File: src/rtl/bbc_pkg.sv
`timescale 1ns / 1ps

package bbc_pkg;

  localparam int STACK_DEPTH = 1024;
  localparam int ADDR_W      = (STACK_DEPTH > 1) ? $clog2(STACK_DEPTH) : 1;
  localparam int LVL_W       = $clog2(STACK_DEPTH + 1);
  localparam int KIND_W      = 2;

  localparam int SYM_W       = 8;
  localparam int CNT_W       = 20;
  localparam int STAT_W      = 2;
  localparam int OUT_TDATA_W = 24;
  localparam int PAD_W       = OUT_TDATA_W - CNT_W - STAT_W;

  localparam logic [CNT_W-1:0] COUNT_MAX = CNT_W'(524288);

  localparam logic [SYM_W-1:0] CH_LPAREN = 8'h28;
  localparam logic [SYM_W-1:0] CH_RPAREN = 8'h29;
  localparam logic [SYM_W-1:0] CH_LBRACK = 8'h5B;
  localparam logic [SYM_W-1:0] CH_RBRACK = 8'h5D;
  localparam logic [SYM_W-1:0] CH_LBRACE = 8'h7B;
  localparam logic [SYM_W-1:0] CH_RBRACE = 8'h7D;
  localparam logic [SYM_W-1:0] CH_LANGLE = 8'h3C;
  localparam logic [SYM_W-1:0] CH_RANGLE = 8'h3E;

  typedef enum logic [KIND_W-1:0] {
    KIND_PAREN = 2'd0,
    KIND_BRACK = 2'd1,
    KIND_BRACE = 2'd2,
    KIND_ANGLE = 2'd3
  } kind_t;

  typedef enum logic [STAT_W-1:0] {
    ST_OK         = 2'd0,
    ST_IMPOSSIBLE = 2'd1,
    ST_OVERFLOW   = 2'd2
  } status_t;

  typedef struct packed {
    logic       hit;
    kind_t      kind;
  } bracket_t;

  typedef struct packed {
    status_t              status;
    logic [CNT_W-1:0]     replacements;
  } result_t;

  function automatic bracket_t opener_decode(logic [SYM_W-1:0] c);
    bracket_t b;
    b.hit  = 1'b1;
    b.kind = KIND_PAREN;
    case (c)
      CH_LPAREN: b.kind = KIND_PAREN;
      CH_LBRACK: b.kind = KIND_BRACK;
      CH_LBRACE: b.kind = KIND_BRACE;
      CH_LANGLE: b.kind = KIND_ANGLE;
      default:   b.hit  = 1'b0;
    endcase
    return b;
  endfunction

  function automatic bracket_t closer_decode(logic [SYM_W-1:0] c);
    bracket_t b;
    b.hit  = 1'b1;
    b.kind = KIND_PAREN;
    case (c)
      CH_RPAREN: b.kind = KIND_PAREN;
      CH_RBRACK: b.kind = KIND_BRACK;
      CH_RBRACE: b.kind = KIND_BRACE;
      CH_RANGLE: b.kind = KIND_ANGLE;
      default:   b.hit  = 1'b0;
    endcase
    return b;
  endfunction

endpackage

File: src/rtl/bbc_ram.sv
`timescale 1ns / 1ps

module bbc_ram #(
  parameter int WIDTH = 2,
  parameter int DEPTH = 1024
) (
  input  logic                                     clk,
  input  logic                                     we,
  input  logic [((DEPTH > 1) ? $clog2(DEPTH) : 1)-1:0] waddr,
  input  logic [WIDTH-1:0]                         wdata,
  input  logic [((DEPTH > 1) ? $clog2(DEPTH) : 1)-1:0] raddr,
  output logic [WIDTH-1:0]                         rdata
);

  logic [WIDTH-1:0] mem [DEPTH];

  always_ff @(posedge clk) begin
    if (we) begin
      mem[waddr] <= wdata;
    end
    rdata <= mem[raddr];
  end

endmodule

File: src/rtl/bbc_core.sv
`timescale 1ns / 1ps

module bbc_core (
  input  logic                       clk,
  input  logic                       rst_n,
  input  logic                       step,
  input  logic [bbc_pkg::SYM_W-1:0]  symbol,
  input  logic                       last,
  output bbc_pkg::result_t           result
);

  logic [bbc_pkg::LVL_W-1:0]  level_r, level_upd, level_nxt;
  logic [bbc_pkg::CNT_W-1:0]  cnt_r, cnt_upd, cnt_nxt;
  logic                       fail_r, fail_upd, fail_nxt;
  logic                       ovf_r, ovf_upd, ovf_nxt;
  bbc_pkg::kind_t             top_r, top_nxt;
  logic                       byp_r;
  bbc_pkg::kind_t             byp_data_r;

  bbc_pkg::bracket_t          opener;
  bbc_pkg::bracket_t          closer;
  logic                       wr_en;
  logic [bbc_pkg::ADDR_W-1:0] wr_addr;
  logic [bbc_pkg::ADDR_W-1:0] rd_addr;
  logic [bbc_pkg::LVL_W-1:0]  lvl_dec;
  logic [bbc_pkg::LVL_W-1:0]  rd_lvl;
  logic [bbc_pkg::KIND_W-1:0] rd_data;
  bbc_pkg::kind_t             second;

  // top of stack lives in top_r; the RAM holds every entry below it
  bbc_ram #(
    .WIDTH (bbc_pkg::KIND_W),
    .DEPTH (bbc_pkg::STACK_DEPTH)
  ) u_stack (
    .clk   (clk),
    .we    (wr_en),
    .waddr (wr_addr),
    .wdata (top_r),
    .raddr (rd_addr),
    .rdata (rd_data)
  );

  assign opener  = bbc_pkg::opener_decode(symbol);
  assign closer  = bbc_pkg::closer_decode(symbol);
  assign lvl_dec = level_r - bbc_pkg::LVL_W'(1);
  assign wr_addr = lvl_dec[bbc_pkg::ADDR_W-1:0];

  // forward the entry pushed last cycle; the RAM read of that address was stale
  assign second = byp_r ? byp_data_r : bbc_pkg::kind_t'(rd_data);

  always_comb begin
    level_upd = level_r;
    cnt_upd   = cnt_r;
    fail_upd  = fail_r;
    ovf_upd   = ovf_r;
    top_nxt   = top_r;
    wr_en     = 1'b0;
    if (step && !fail_r && !ovf_r) begin
      if (opener.hit) begin
        if (level_r == bbc_pkg::LVL_W'(bbc_pkg::STACK_DEPTH)) begin
          ovf_upd = 1'b1;
        end else begin
          wr_en     = (level_r != '0);
          top_nxt   = opener.kind;
          level_upd = level_r + bbc_pkg::LVL_W'(1);
        end
      end else if (level_r == '0) begin
        fail_upd = 1'b1;
      end else begin
        level_upd = lvl_dec;
        top_nxt   = second;
        if ((!closer.hit || closer.kind != top_r) && cnt_r < bbc_pkg::COUNT_MAX) begin
          cnt_upd = cnt_r + bbc_pkg::CNT_W'(1);
        end
      end
    end
  end

  always_comb begin
    result.replacements = '0;
    if (ovf_upd) begin
      result.status = bbc_pkg::ST_OVERFLOW;
    end else if (fail_upd || level_upd != '0) begin
      result.status = bbc_pkg::ST_IMPOSSIBLE;
    end else begin
      result.status       = bbc_pkg::ST_OK;
      result.replacements = cnt_upd;
    end
  end

  // clear for the next string after the last beat
  always_comb begin
    level_nxt = level_upd;
    cnt_nxt   = cnt_upd;
    fail_nxt  = fail_upd;
    ovf_nxt   = ovf_upd;
    if (step && last) begin
      level_nxt = '0;
      cnt_nxt   = '0;
      fail_nxt  = 1'b0;
      ovf_nxt   = 1'b0;
    end
  end

  // fetch the entry under the next top, ready for a pop next cycle
  assign rd_lvl  = level_nxt - bbc_pkg::LVL_W'(2);
  assign rd_addr = rd_lvl[bbc_pkg::ADDR_W-1:0];

  always_ff @(posedge clk) begin
    if (!rst_n) begin
      level_r <= '0;
      cnt_r   <= '0;
      fail_r  <= 1'b0;
      ovf_r   <= 1'b0;
      byp_r   <= 1'b0;
    end else begin
      level_r <= level_nxt;
      cnt_r   <= cnt_nxt;
      fail_r  <= fail_nxt;
      ovf_r   <= ovf_nxt;
      byp_r   <= wr_en;
    end
  end

  always_ff @(posedge clk) begin
    top_r      <= top_nxt;
    byp_data_r <= top_r;
  end

endmodule

File: config.mk
export PLATFORM = sky130hd
export DESIGN_NAME = bbc_core
export DESIGN_NICKNAME = d
export VERILOG_FILES = /design/src/rtl/bbc_pkg.sv /design/src/rtl/bbc_ram.sv /design/src/rtl/bbc_core.sv
export SDC_FILE = /design/constraint.sdc
export NUM_CORES = 2
export LEC_CHECK = 0
export BUFFER_PORTS_ARGS = -buffer_cell sky130_fd_sc_hd__buf_2
export CAP_MARGIN = 30
export CORE_ASPECT_RATIO = 1.4
export CORE_UTILIZATION = 35
export CTS_CLUSTER_DIAMETER = 120
export DETAILED_ROUTE_END_ITERATION = 6
export PLACE_DENSITY = 0.57
export SETUP_SLACK_MARGIN = 0.3
export SLEW_MARGIN = 0
export SYNTH_ARGS = -nofsm -noshare
export SYNTH_HDL_FRONTEND = slang
export SYNTH_HIERARCHICAL = 1
export SYNTH_SLANG_ARGS = --single-unit
export TNS_END_PERCENT = 1
File: constraint.sdc
create_clock -name clk -period 30.3 [get_ports clk]
set_clock_uncertainty 0.1 [all_clocks]
set_input_delay 3.03 -clock clk [delete_from_list [all_inputs] [get_ports clk]]
set_output_delay 3.03 -clock clk [all_outputs]
set_load 0.01 [all_outputs]
==> results.yml <==
yosys:
  seq_area_frac_synth_pct: 72.0
  synth_warnings: 6
  syn_avg_cell_area_um2: 16.8
  synth_top_area_share_pct: 71.1
  synth_area_mm2: 0.0865
  yosysUniqueCellTypes: 84
  synthFlopType: "edfxtp_1"
  synth_edf_count: 2050
  synthArstFlopShare_pct: 0
  ys_top_cells_by_area: "edfxtp_1 71%, mux4_2 12%, nor2_1 4.8%"
  yosysMostFrequentCell: "edfxtp_1"
  ys_top_cells_by_count: "2,050 x edfxtp_1, 1,113 x nor2_1, 449 x mux4_2"
  synthesis.nets: 5176
  ys_ff_latch: 2088
  syn_inst: 5159
  synth_top_cell_by_area: "edfxtp_1"
route:
  wirelength_um: 247000
  vias: 47785
  dr_wl_met3_um: 15300
  dr.pass1.iters: 6
  drc: 0
  drt_iter0_drc: 4970
  routed-wl-met2_um: 127000
  dr.max_layer_used: "met4"
  via_per_inst: 5.60
  ant_nets: 0
  wl_met1_um: 94100
  wl_per_cell_um: 28.9
floorplan:
  die_x_um: 422
  design.core.area_mm2: 0.245
  initial_core_util_pct: 35.3
  ios: 34
  die_y_um: 590
  die_area_mm2: 0.249
  rows: 215
layout:
  syn_to_final_growth_pct: 12.3
  layout.nets: 5150
  regArea_mm2: 0.0623
  drive_above_1_share_pct: 19.2
  final_area_mm2: 0.0971
  multi_input_area_mm2: 0.0224
  num-fill-cells: 22315
clock_tree:
  hold_buffers: 0
  post_cts_resize_count: 0
  h-tree-depth: 4
  clk_pin_slew_worst_paths_ps: 60
  post_cts.repair.setup_buffers: 0
  cts-root-buf: "clkbuf_16"
  cts_max_path_buffers: 4
  clkSinkCount: 2088
  numCtsBuffers: 190
  insertion_delay_ps: 850
  cts_tree: "yes"
sta:
  fin_crit_sh_pct: 33.3
  clock.fmax_mhz: 99.3
  slew_headroom_pct: 11.8
  tightest_slew_ps: 1320
  setup_tns_ps: 0
  maxSlewViolCount: 0
  rsz0062_at_grt: "no"
  hold_violations: 0
  min_period_ps: 10070
  finalSetupViolations: 0
critical_path:
  worst_path_dominant_cell_family: "simple AND/OR/NAND/NOR gates"
  crit_arrival_ps: 6940
  cpMaxStageDelayCell: "nand4_1"
  crit_fanout: 21
  rrSetupSlack_ps: 22210
  reg2reg_from: "level_r[0]$_SDFF_PN0_"
  path_class: "input pin to primary output"
  critPathLaunchType: "input pin"
  reg2reg_depth: 20
  crit_buf_inv: 2
  endpoint_kind: "primary output"
  r2r-end: "u_stack/rdata[0]$_DFF_P_"
  path_cells: "buf_2 -> nand2b_1 -> or4_4 -> a21o_1 -> and3_1 -> or3_1 -> a211oi_2 -> nand4_1 -> nor3_1 -> buf_2"
  crit_top_cell: "buf_2"
  cpPeakStageDelay_ps: 830
  cp.required_ps: 27170
global_route:
  antenna_found_initial: 7
  grt_max_degree: 253
  grt_pass1_wl_um: 353000
  grt_overflow: 0
  grt.total_usage_pct: 19.5
  first_global_vias: 49130
placed_design:
  gp_congestion: 0.833
  placed_area_mm2: 0.0909
  port_buffers: 33
  hpwl_um: 145000
worst_hold_path:
  hold_start: "cnt_r[17]$_SDFF_PP0_"
  hold_path_end: "cnt_r[17]$_SDFF_PP0_"
  hold_class: "register to register"
  hold_depth: 2
flow_run:
  maxCapViolCount: 0
status:
  outcome: "finished, final reports clean"
how the worst max path moves through the flow:
stage / from / endpoint / slack, ps / cells after the start
6_report: symbol[6] / result[4] / 20230 / 10
5_1_grt: symbol[6] / result[14] / 19940 / 10
2_1_floorplan: top_r[0]$_DFFE_PP_ / result[10] / 11930 / 6
3_3_place_gp: symbol[6] / u_stack/rdata[1]$_DFF_P_ / 20100 / 18
4_1_cts: symbol[6] / result[1] / 20180 / 10
3_5_place_dp: symbol[6] / u_stack/rdata[1]$_DFF_P_ / 20030 / 18
state kept, by name, indices dropped and copies added (netlist names):
register / count
u_stack/mem: 2048
ovf_r: 1
level_r: 11
cnt_r: 20
u_stack/rdata: 2
byp_r: 1
top_r: 2
byp_data_r: 2
fail_r: 1
metal layers:
metal	track usage (%)	vias to the layer above
met1	24.3	25452
met3	2.34	417
met4	8.10	0
li1	-	20132
met2	34.2	1784
met5	0	-
worst min-delay path: stages (launching register included):
cell and delay [ps]:
dfxtp_1 360, xor2_1 90, nor2_1 90
stage by stage:
| stage | utilization (%) | cells | setup WS, ps | hold slack [ps] |
|---|---|---|---|---|
| final | 39.6 | 8537 | 20230 | 464 |
| after global routing | 39.6 | 8536 | 19940 | 501 |
| after CTS | 39.6 | 8534 | 20180 | 463 |
| after floorplan | - | 5159 | 11930 | 410 |
| after detailed placement | 37.1 | 8195 | 20030 | 443 |
| after global placement | 36.8 | 8163 | 20100 | 439 |
cell families (layout without fill, tap and decap cells):
logic type      Yosys count  count (layout)  synth area share, %
xor+xnor                 33              33                0.334
other cells               0               2                    0
simple gates           1519            1519                 7.36
mux                     672             672                 14.3
fa+ha+maj                 5               5               0.0723
flops                  2088            2088                 72.0
compound gates          404             404                 3.34
buf+inv                 438             559                 2.59
layout by cell type (no fill, tap or decap), types with 25 or more instances in the layout:
| cell type | instances |
|---|---|
| clkbuf_16 | 192 |
| o221ai_1 | 84 |
| clkinv_2 | 41 |
| a21oi_1 | 81 |
| mux4_2 | 449 |
| dfxtp_1 | 38 |
| nor3_1 | 68 |
| buf_4 | 128 |
| o21ai_0 | 44 |
| edfxtp_1 | 2050 |
| o22ai_1 | 46 |
| clkbuf_1 | 28 |
| nand2_1 | 115 |
| bufinv_16 | 25 |
| nor2_1 | 1109 |
| mux2i_1 | 212 |
| buf_2 | 34 |
| clkinv_1 | 35 |
| a22oi_1 | 45 |
| nand3_1 | 33 |
final cells by class:
type,count,area share (%)
timing repair buffer,200,2.11
inverter,20,0.0837
clock inverter,115,1.26
sequential,2088,64.2
antenna,2,0.00515
tap,3255,4.19
multi-input combinational,2633,23.1
clock buffer,224,5.11
Power is left out: the tool's default activity adds up to more than one toggle a clock period on the data nets, which glitch-free logic cannot reach.
